===== config.mk =====
export PLATFORM = sky130hd
export DESIGN_NAME = sha256_byte_stream_hasher
export DESIGN_NICKNAME = d
export VERILOG_FILES = /design/src/hw/rtl/sha256_pkg.sv /design/src/hw/rtl/sha256_fifo.sv /design/src/hw/rtl/sha256_core.sv /design/src/hw/rtl/sha256_byte_stream_hasher.sv
export SDC_FILE = /design/constraint.sdc
export NUM_CORES = 2
export LEC_CHECK = 0
export BUFFER_PORTS_ARGS = -buffer_cell sky130_fd_sc_hd__buf_4
export CORE_ASPECT_RATIO = 1.1
export CORE_MARGIN = 2
export CORE_UTILIZATION = 55
export CTS_CLUSTER_DIAMETER = 40
export CTS_CLUSTER_SIZE = 28
export DETAILED_ROUTE_END_ITERATION = 10
export GPL_ROUTABILITY_DRIVEN = 0
export PLACE_DENSITY = 0.71
export SKIP_CTS_REPAIR_TIMING = 1
export SYNTH_ARGS = -nofsm -noshare
export SYNTH_HDL_FRONTEND = slang
export SYNTH_SLANG_ARGS = --single-unit

===== constraint.sdc =====
create_clock -name clock -period 25 [get_ports clock]
set_input_delay 3.75 -clock clock [delete_from_list [all_inputs] [get_ports clock]]
set_output_delay 3.75 -clock clock [all_outputs]
set_load 0.005 [all_outputs]

===== src/hw/rtl/sha256_pkg.sv =====
// SHA-256 shared package: round constants, initial hash values, round functions.
// No dependencies.
package sha256_pkg;

   typedef logic [31:0] word_type;

   typedef struct packed {
      logic [7:0] data;
      logic       present;
      logic       last;
   } in_item_type;

   typedef enum logic [2:0] {
      ST_IDLE,
      ST_ROUNDS,
      ST_FOLD,
      ST_PAD,
      ST_LEN,
      ST_EMIT
   } core_state_type;

   localparam word_type INIT_H [8] = '{
      32'h6a09e667, 32'hbb67ae85, 32'h3c6ef372, 32'ha54ff53a,
      32'h510e527f, 32'h9b05688c, 32'h1f83d9ab, 32'h5be0cd19};

   localparam word_type ROUND_K [64] = '{
      32'h428a2f98, 32'h71374491, 32'hb5c0fbcf, 32'he9b5dba5, 32'h3956c25b,
      32'h59f111f1, 32'h923f82a4, 32'hab1c5ed5, 32'hd807aa98, 32'h12835b01,
      32'h243185be, 32'h550c7dc3, 32'h72be5d74, 32'h80deb1fe, 32'h9bdc06a7,
      32'hc19bf174, 32'he49b69c1, 32'hefbe4786, 32'h0fc19dc6, 32'h240ca1cc,
      32'h2de92c6f, 32'h4a7484aa, 32'h5cb0a9dc, 32'h76f988da, 32'h983e5152,
      32'ha831c66d, 32'hb00327c8, 32'hbf597fc7, 32'hc6e00bf3, 32'hd5a79147,
      32'h06ca6351, 32'h14292967, 32'h27b70a85, 32'h2e1b2138, 32'h4d2c6dfc,
      32'h53380d13, 32'h650a7354, 32'h766a0abb, 32'h81c2c92e, 32'h92722c85,
      32'ha2bfe8a1, 32'ha81a664b, 32'hc24b8b70, 32'hc76c51a3, 32'hd192e819,
      32'hd6990624, 32'hf40e3585, 32'h106aa070, 32'h19a4c116, 32'h1e376c08,
      32'h2748774c, 32'h34b0bcb5, 32'h391c0cb3, 32'h4ed8aa4a, 32'h5b9cca4f,
      32'h682e6ff3, 32'h748f82ee, 32'h78a5636f, 32'h84c87814, 32'h8cc70208,
      32'h90befffa, 32'ha4506ceb, 32'hbef9a3f7, 32'hc67178f2};

   localparam logic [7:0] PAD_BYTE = 8'h80;
   localparam logic [5:0] LEN_POS  = 6'd56;

   function automatic word_type rotr(word_type v, int n);
      return (v >> n) | (v << (32 - n));
   endfunction

   function automatic word_type sig0(word_type x);
      return rotr(x, 7) ^ rotr(x, 18) ^ (x >> 3);
   endfunction

   function automatic word_type sig1(word_type x);
      return rotr(x, 17) ^ rotr(x, 19) ^ (x >> 10);
   endfunction

   function automatic word_type bsig0(word_type x);
      return rotr(x, 2) ^ rotr(x, 13) ^ rotr(x, 22);
   endfunction

   function automatic word_type bsig1(word_type x);
      return rotr(x, 6) ^ rotr(x, 11) ^ rotr(x, 25);
   endfunction

endpackage


===== src/hw/rtl/sha256_fifo.sv =====
// Short item queue between the accepting front and the hashing core.
// Depends on sha256_pkg.
module sha256_fifo
   import sha256_pkg::*;
(
   input  logic        clock,
   input  logic        reset,
   input  logic        wr_valid,
   output logic        wr_ready,
   input  in_item_type wr_item,
   output logic        rd_valid,
   input  logic        rd_ready,
   output in_item_type rd_item
);
   in_item_type slot_ff [4];
   logic [1:0]  wptr_ff, wptr_in, rptr_ff, rptr_in;
   logic [2:0]  count_ff, count_in;
   logic        push, pop;

   assign wr_ready = (count_ff != 3'd4);
   assign rd_valid = (count_ff != 3'd0);
   assign rd_item  = slot_ff[rptr_ff];
   assign push     = wr_valid && wr_ready;
   assign pop      = rd_valid && rd_ready;

   always_comb begin
      wptr_in  = push ? wptr_ff + 2'd1 : wptr_ff;
      rptr_in  = pop ? rptr_ff + 2'd1 : rptr_ff;
      count_in = count_ff + {2'd0, push} - {2'd0, pop};
   end

   always_ff @(posedge clock) begin
      if (reset) begin
         wptr_ff  <= '0;
         rptr_ff  <= '0;
         count_ff <= '0;
      end else begin
         wptr_ff  <= wptr_in;
         rptr_ff  <= rptr_in;
         count_ff <= count_in;
      end
      if (push) slot_ff[wptr_ff] <= wr_item;
   end
endmodule


===== src/hw/rtl/sha256_core.sv =====
// Back end: block buffer, padding sequencer, 64-round compression, digest readout.
// Depends on sha256_pkg.
module sha256_core
   import sha256_pkg::*;
(
   input  logic        clock,
   input  logic        reset,
   input  logic        item_valid,
   output logic        item_ready,
   input  in_item_type item,
   output logic        out_valid,
   input  logic        out_ready,
   output word_type    out_word,
   output logic [2:0]  out_num,
   output logic        out_last
);
   core_state_type state_ff, state_in;
   word_type   w_ff [16];        // message schedule window
   word_type   h_ff [8];
   word_type   v_ff [8];
   logic [5:0] fill_ff;
   logic [5:0] rnd_ff;
   logic [60:0] len_ff;
   logic       final_ff;         // this compression ends the message
   logic       pad_done_ff;      // message end seen, padding pending
   logic [2:0] emit_ff;
   word_type   t1, t2, wnew, wcur;
   logic [63:0] bits;

   assign bits = {len_ff, 3'b000};
   assign wcur = w_ff[0];
   assign wnew = sig1(w_ff[14]) + w_ff[9] + sig0(w_ff[1]) + w_ff[0];
   assign t1 = v_ff[7] + bsig1(v_ff[4]) + ((v_ff[4] & v_ff[5]) ^ (~v_ff[4] & v_ff[6]))
             + ROUND_K[rnd_ff] + wcur;
   assign t2 = bsig0(v_ff[0]) + ((v_ff[0] & v_ff[1]) ^ (v_ff[0] & v_ff[2])
             ^ (v_ff[1] & v_ff[2]));

   assign item_ready = (state_ff == ST_IDLE);
   assign out_valid  = (state_ff == ST_EMIT);
   assign out_word   = h_ff[emit_ff];
   assign out_num    = emit_ff;
   assign out_last   = (emit_ff == 3'd7);

   always_comb begin
      state_in = state_ff;
      case (state_ff)
         ST_IDLE:   if (item_valid) begin
            if (item.present && fill_ff == 6'd63) state_in = ST_ROUNDS;
            else if (item.last) state_in = ST_PAD;
         end
         ST_ROUNDS: if (rnd_ff == 6'd63) state_in = ST_FOLD;
         ST_FOLD:   state_in = final_ff ? ST_EMIT : (pad_done_ff ? ST_PAD : ST_IDLE);
         ST_PAD:    state_in = ST_LEN;
         ST_LEN:    state_in = ST_ROUNDS;
         ST_EMIT:   if (out_ready && emit_ff == 3'd7) state_in = ST_IDLE;
         default:   state_in = ST_IDLE;
      endcase
   end

   always_ff @(posedge clock) begin
      if (reset) begin
         state_ff    <= ST_IDLE;
         fill_ff     <= '0;
         len_ff      <= '0;
         rnd_ff      <= '0;
         final_ff    <= 1'b0;
         pad_done_ff <= 1'b0;
         emit_ff     <= '0;
         for (int i = 0; i < 8; i++) h_ff[i] <= INIT_H[i];
      end else begin
         state_ff <= state_in;
         case (state_ff)
            ST_IDLE: if (item_valid) begin
               final_ff    <= 1'b0;
               if (item.present) begin
                  w_ff[fill_ff[5:2]][8*(3-fill_ff[1:0]) +: 8] <= item.data;
                  fill_ff <= fill_ff + 6'd1;
                  len_ff  <= len_ff + 61'd1;
               end
               // a message end is remembered for the padding pass
               pad_done_ff <= item.last;
               rnd_ff <= '0;
               for (int i = 0; i < 8; i++) v_ff[i] <= h_ff[i];
            end
            ST_ROUNDS: begin
               for (int i = 0; i < 15; i++) w_ff[i] <= w_ff[i+1];
               w_ff[15] <= wnew;
               v_ff[0] <= t1 + t2;
               v_ff[1] <= v_ff[0];
               v_ff[2] <= v_ff[1];
               v_ff[3] <= v_ff[2];
               v_ff[4] <= v_ff[3] + t1;
               v_ff[5] <= v_ff[4];
               v_ff[6] <= v_ff[5];
               v_ff[7] <= v_ff[6];
               rnd_ff  <= rnd_ff + 6'd1;
            end
            ST_FOLD: begin
               for (int i = 0; i < 8; i++) h_ff[i] <= h_ff[i] + v_ff[i];
               fill_ff <= '0;
            end
            ST_PAD: begin
               // first pass: 0x80 at the fill point, zeros after it;
               // second pass: the whole block is zero
               for (int b = 0; b < 64; b++) begin
                  if (!final_ff && rnd_ff == 6'd0) begin
                     if (b[5:0] == fill_ff)
                        w_ff[b/4][8*(3-b%4) +: 8] <= PAD_BYTE;
                     else if (b[5:0] > fill_ff)
                        w_ff[b/4][8*(3-b%4) +: 8] <= 8'd0;
                  end else if (rnd_ff != 6'd0) begin
                     w_ff[b/4][8*(3-b%4) +: 8] <= 8'd0;
                  end
               end
               for (int i = 0; i < 8; i++) v_ff[i] <= h_ff[i];
            end
            ST_LEN: begin
               if (rnd_ff != 6'd0 || fill_ff < LEN_POS) begin
                  w_ff[14] <= bits[63:32];
                  w_ff[15] <= bits[31:0];
                  final_ff <= 1'b1;
               end
               rnd_ff <= '0;
            end
            ST_EMIT: if (out_ready) begin
               emit_ff <= emit_ff + 3'd1;
               if (emit_ff == 3'd7) begin
                  for (int i = 0; i < 8; i++) h_ff[i] <= INIT_H[i];
                  fill_ff <= '0;
                  len_ff  <= '0;
                  final_ff <= 1'b0;
                  pad_done_ff <= 1'b0;
               end
            end
            default: ;
         endcase
         // after folding a block that carried the pad byte but no length,
         // mark the second pass; a full data block leaves fill at zero
         if (state_ff == ST_FOLD && !final_ff && pad_done_ff && fill_ff != 6'd0)
            rnd_ff <= 6'd1;
      end
   end
endmodule


===== src/hw/rtl/sha256_byte_stream_hasher.sv =====
// SHA-256 byte stream hasher, top level. Joins the input queue and the hashing core.
// Depends on sha256_pkg, sha256_fifo, sha256_core.
//
// One item carries a message byte and/or an end mark. Bytes fill a 64-byte block,
// one byte per cycle; each full block then runs 64 rounds, one per cycle, on a
// single round unit, and a fold step adds the working state into the hash. At
// the end mark the block pads with 0x80, zeros and the 64-bit bit length: a pad
// step, a length step, 64 rounds and a fold, twice over when the fill passes 55
// bytes and the length spills into a second block. Then it sends the eight digest
// words, word 0 first, one per cycle while the receiver is ready, and restarts. A
// four-deep queue ahead of the core keeps taking items while the core compresses;
// each item is held in a registered slot before the core sees it.
module sha256_byte_stream_hasher
   import sha256_pkg::*;
(
   input  logic        clock,
   input  logic        reset,
   input  logic        req_tvalid,
   output logic        req_tready,
   input  logic [7:0]  req_tdata,   // message_byte
   input  logic        req_tuser,   // byte_present
   input  logic        req_tlast,   // end_of_message
   output logic        rsp_tvalid,
   input  logic        rsp_tready,
   output logic [39:0] rsp_tdata,   // digest_word[31:0], word_number[34:32], zero fill
   output logic        rsp_tlast    // last_word
);
   in_item_type wr_item, rd_item;
   logic        rd_valid, rd_ready;
   word_type    word;
   logic [2:0]  num;

   assign wr_item = '{data: req_tdata, present: req_tuser, last: req_tlast};

   sha256_fifo u_fifo (
      .clock, .reset,
      .wr_valid(req_tvalid), .wr_ready(req_tready), .wr_item(wr_item),
      .rd_valid(rd_valid), .rd_ready(rd_ready), .rd_item(rd_item)
   );

   sha256_core u_core (
      .clock, .reset,
      .item_valid(rd_valid), .item_ready(rd_ready), .item(rd_item),
      .out_valid(rsp_tvalid), .out_ready(rsp_tready),
      .out_word(word), .out_num(num), .out_last(rsp_tlast)
   );

   assign rsp_tdata = {5'd0, num, word};

   // the last flag marks word seven only
   a_last: assert property (@(posedge clock) disable iff (reset)
      rsp_tvalid |-> (rsp_tlast == (rsp_tdata[34:32] == 3'd7)))
      else $error("last flag off word seven");
   // word numbers advance by one on each delivered word
   a_seq: assert property (@(posedge clock) disable iff (reset)
      (rsp_tvalid && rsp_tready && !rsp_tlast) |=> (rsp_tdata[34:32] ==
      $past(rsp_tdata[34:32]) + 3'd1))
      else $error("digest word order broken");
   // a stalled word holds
   a_hold: assert property (@(posedge clock) disable iff (reset)
      (rsp_tvalid && !rsp_tready) |=> (rsp_tvalid && $stable(rsp_tdata)))
      else $error("digest word dropped under stall");
endmodule


; Word-level counts from Yosys, hierarchy flattened
; Memories as Yosys holds them, arrays and structs flattened. A register that Yosys moved wholly into a read port is not among the register bits.
; Cells that the tools add are included.
; Widths: inputs -> output; s select.
[word_totals]
ff_bits = 88
ramBits = 1064
mem_bits_ro = 2048
word_cells = 1493
memories = 5
[classes]
add_sub_neg = 28
order_cmp = 66
n_eq_ne = 81
shifts = 2
muxes = 1009
bitwise = 260
reduce_logical = 31
[memory_table]
columns = name, words, word_bits, read_ports, rd_ports_with_merged_regs, wr, line
row1 = (no name shown), 64, 32, 1, 0, 0, sha256_core.sv:34  ; + ROUND_K[rnd_ff] + wcur;
row2 = u_core.w_ff, 16, 32, 16, 0, 16, sha256_core.sv:18  ; word_type w_ff [16];
row3 = u_core.h_ff, 8, 32, 9, 1, 8, sha256_core.sv:19  ; word_type h_ff [8];
row4 = u_core.v_ff, 8, 32, 8, 0, 8, sha256_core.sv:20  ; word_type v_ff [8];
row5 = u_fifo.slot_ff, 4, 10, 1, 1, 1, sha256_fifo.sv:15  ; in_item_type slot_ff [4];
[op_table]
columns = cell, count
row1 = $mux 8, 200
row2 = $mux 32, 37
row3 = $mux 1, 745
row4 = $add 32x32->32, 18
row5 = $xor 32x32->32, 9
row6 = $mux 61, 4
row7 = $or 1x1->1, 232
row8 = $eq 6x6->1 const A, 32
row9 = $gt 6x6->1 const A, 32
row10 = $and 32x32->32, 5
row11 = $pmux 61 s2, 1
row12 = $eq 5x6->1 const A, 16
row13 = $gt 5x6->1 const A, 16
row14 = $add 61x1->61 const B, 1
row15 = $eq 4x6->1 const A, 8
row16 = $gt 4x6->1 const A, 8
row17 = $pmux 6 s3, 2
row18 = $neg 32->34, 1
row19 = $shift 8x34->32 const A, 1
row20 = $shiftx 8x34->32, 1
row21 = $not 32->32, 1
row22 = $or 10x32->32, 1
row23 = $or 13x32->32, 1
row24 = $or 14x32->32, 1
row25 = other kinds (52), 104

; Depth between registers and ports, before layout
[logic_depth]
word_depth = 11
ltp_mapped = 40
ltp_nobuf = 39

; Cells and area by module
; Synthesis repeated with hierarchy kept, for this count alone.
[unflattened]
hier_cells = 8349
area_unflattened_um2 = 77102.7
[modules_own_cells]
columns = mod, instances, cells_per_inst, area_each_um2, seq_area_each_um2
row1 = sha256_core, 1, 8242, 75128.3, 28627.5
row2 = sha256_fifo, 1, 101, 1933.1, 1381.3
row3 = sha256_byte_stream_hasher, 1, 6, 41.3, 0.0

; Least setup slack after synthesis
; Ideal clock, no wire load.
[synth_path]
kind = input -> register
start = input port reset
end = memory u_core.v_ff[0][0] (netlist name) (enable)
setup_time_ns = 1.318
arrival_ns = 7.656
slack_ns = 16.026
stages = 6
cell_sequence = nand2b_1 clkbuf_1 clkbuf_1 buf_1 buf_1 nand2_1
[synth_lines]
columns = item, line
row1 = from (decl), sha256_byte_stream_hasher.sv:17  ; input logic reset,
row2 = to (decl), sha256_core.sv:20

==> results.md <==
Placement:
- The total half-perimeter wirelength after legalization and detailed placement is 200000 um.
- Buffers placed on the I/O ports in this run total 51.

Routing:
- The final wirelength is 274000 um.
- The detailed router finished its first iteration with 11153 violations.
- The routed wire length per instance is 26.6 um.
- The per-cell via count in the routed design is 6.66.
- The final antenna-violating net count is 0.
- The final route contains 68660 vias.
- The number of detailed-route iterations in the first pass is 11.
- The number of remaining DRC errors is 0.

Worst setup path:
- The path type of the worst setup path is reg -> reg.
- The largest individual stage delay along the critical path comes from the cell sky130_fd_sc_hd__dfxtp_1.
- Data arrives at the worst endpoint at 11.43 ns.
- The worst setup path is launched from a flop.
- The endpoint class of the critical path is a flop.
- The biggest cell delay along the critical path is 0.88 ns.
- Of all nets on the critical path, the largest fanout is 21.
- The required time reported for the critical path endpoint is 25.51 ns.
- By instance count, the cell type seen most on the critical path is sky130_fd_sc_hd__inv_1.

Timing:
- Setup repair after global routing left no endpoint under its margin.
- The actual slew at the worst max-slew pin is 1.40 ns.
- Setup violations remaining at the end of the flow were counted as 0.
- The number of hold-slack violations in the final timing report was 0.
- The number of pins exceeding their max-slew limit in the final report is 0.
- The worst pin sits at a relative slew slack of 0.0567.
- The maximum clock frequency is 91.6 MHz.
- The summed negative setup slack over all endpoints is 0 ns.
- The post-route fraction of the period consumed by the critical path is 0.437.
- The clock arrives with 0.0554 ns of skew.
- The worst path needs 10.92 ns of the cycle, external delays included.

Synth:
- The most area-hungry cell type in the Yosys netlist is sky130_fd_sc_hd__edfxtp_1.
- The synthesized design contains 1157 register bits.
- The most common flop cell mapped by yosys is sky130_fd_sc_hd__edfxtp_1.
- The share of synthesized flip-flops with an asynchronous set or reset is 0.
- The cell count after synthesis is 8556.
- The register area share after synthesis is 0.385.
- The area fraction of the dominant cell type after synthesis is 0.264.
- The area of the mapped netlist is 0.0779 sq mm.
- The mean post-synth cell area is 9.11 sq um.
- In this run, distinct cell masters in the synthesized netlist total 112.
- Sorting the synthesized cells by area gives the leading types as sky130_fd_sc_hd__edfxtp_1 (26%), sky130_fd_sc_hd__dfxtp_1 (12%), sky130_fd_sc_hd__ha_1 (6.5%), sky130_fd_sc_hd__nand2_1 (5.9%), sky130_fd_sc_hd__fa_1 (5.0%).
- The synthesis warning total is 0.
- Counting instances in the post-synthesis netlist gives the leading cell types as sky130_fd_sc_hd__nand2_1 (1217), sky130_fd_sc_hd__nor2_1 (812), sky130_fd_sc_hd__edfxtp_1 (684).
- The library cell with the highest instance count after synthesis is sky130_fd_sc_hd__nand2_1.
- The number of flops mapped to enable cells by yosys is 684.

Cells and area:
- The final net count is 8963.
- Relative to the synthesized area, the layout overhead comes to 9.24%.
- In the final layout, the share of cells above drive strength 1 is 0.0853.
- Across the whole layout, storage elements account for 0.0300 sq mm.
- The footprint of the multi-input gates is 0.0448 sq mm.
- The layout has 11725 filler cells.

CTS:
- The worst-case clock buffer depth is 3.
- TritonCTS built the clock tree.
- The clock latency at the later pin of the worst-skew pair is 0.84 ns.
- After clock tree synthesis, the clock-pin slew on the worst setup and hold paths is 0.06 ns.
- CTS built an H-tree with a depth of 4.
- Clock tree synthesis inserted a total of 163 buffers.
- The tree built by TritonCTS fans out to 1157 sinks.
- The tree is rooted in a sky130_fd_sc_hd__clkbuf_16.

GRT:
- In the global route stage, overall resource usage came out at 0.372.
- The number of global-route vias before repair is 63794.
- The maximum number of pins on one net before global-route repair is 214.
- The number of antenna violations at the first check in global routing is 13.
- The first global-routing pass estimated 405000 um of wire.
- Global routing finished with a remaining overflow of 0.

Floorplan:
- The core region is 0.140 sq mm.
- The initial utilization of the core area, before any placement, comes to 0.555.
- The height of the die is 399 um.
- Row generation in the floorplan step produced 144 rows.
- The die covers 0.145 sq mm.
- The overall die width is 363 um.
- The top-level port count is 57.

Job:
- Across the run, the number of max-cap violations was 0.

Run status:
- The run finished with clean final reports.

Hold path:
- The tightest min-delay check is of the reg -> reg type.
-- path summary, 6_finish.rpt --
path	depth (start not counted)	end	slack, ns	start
setup reg to reg	38	u_core.v_ff[0][31]$_DFFE_PP_	14.08	u_core.rnd_ff[1]$_SDFFE_PP0P_
setup / recovery	38	u_core.v_ff[0][31]$_DFFE_PP_	14.08	u_core.rnd_ff[1]$_SDFFE_PP0P_
hold reg to reg	2	u_core.w_ff[2][22]$_SDFFE_PP0P_	0.45	u_core.w_ff[3][22]$_SDFFE_PP0P_
hold / removal	2	u_core.w_ff[2][22]$_SDFFE_PP0P_	0.45	u_core.w_ff[3][22]$_SDFFE_PP0P_
-- metal layers --
metal / global-route usage / wire length (um) / vias up
met1: 0.507 / 104000 / 32831
met4: 0.197 / 17000 / 14
li1: - / - / 30141
met3: 0.126 / 41500 / 1030
met2: 0.518 / 111000 / 4644
met5: 0.00798 / 299 / -
-- cell families after synthesis --
group | Yosys count | synth area share
AOI/OAI and AO/OA | 2236 | 0.182
xor gates and xnor gates | 638 | 0.0721
adders and majority gates | 619 | 0.118
buffers and inverters | 855 | 0.0421
DFF | 1157 | 0.385
muxes | 220 | 0.0427
other | 1 | 0.0000481
and+or+nand+nor | 2830 | 0.158
-- through the flow --
stage | instances | instance area, sq um | util | worst slack, ns | hold slack (ns)
2_1_floorplan | 8560 | 78000 | - | 16.03 | 0.426
5_1_grt | 10316 | 85100 | 0.607 | 13.77 | 0.456
3_5_place_dp | 10009 | 79400 | 0.566 | 14.50 | 0.444
4_1_cts | 10316 | 85100 | 0.607 | 14.42 | 0.461
6_report | 10317 | 85100 | 0.607 | 14.08 | 0.455
3_3_place_gp | 10009 | 79400 | 0.566 | 14.59 | 0.434
-- cell usage in the layout, fill, tap and decap left out, drive strengths merged, types with 78 or more instances in the layout --
cell type	instances
mux2	120
ha	404
nand2b	84
mux4	78
a211oi	256
a21o	188
xnor2	401
nor2	817
inv	389
nand3	160
dfxtp	473
nor3	200
xor2	235
fa	196
buf	133
clkbuf	190
o21ai	599
nand2	1217
a21oi	629
edfxtp	684
-- worst max-delay path: cells and delay by family (launching register included) --
family	cells	cell delay, ns
adder cells (fa/ha/maj)	7	3.40
AND/OR/NAND/NOR	9	2.02
buffers and inverters	6	0.79
flip-flops	1	0.88
AO/OA/AOI/OAI	14	3.11
XOR/XNOR	2	0.44
-- final cells by class --
type / instances / share of cell area
sequential: 1157 / 0.353
multi-input combinational: 6548 / 0.526
clock inverter: 117 / 0.0158
tap: 1825 / 0.0268
antenna: 1 / 0.0000294
clock buffer: 190 / 0.0517
inverter: 346 / 0.0153
timing repair buffer: 133 / 0.0120
-- sequential cells by signal (all words and copies together), names as in the netlist, named ones only --
register,flops
u_core.pad_done_ff,1
u_core.fill_ff,6
u_core.rnd_ff,6
u_core.len_ff,61
u_core.final_ff,1
u_core.out_num,3
u_fifo.rptr_ff,2
u_core.v_ff,256
u_core.h_ff,256
u_fifo.count_ff,3
u_core.state_ff,3
u_fifo.wptr_ff,2
u_core.w_ff,512
u_fifo.slot_ff,40
Power is left out: the tool's default activity adds up to more than one toggle a clock period on the data nets, which glitch-free logic cannot reach.
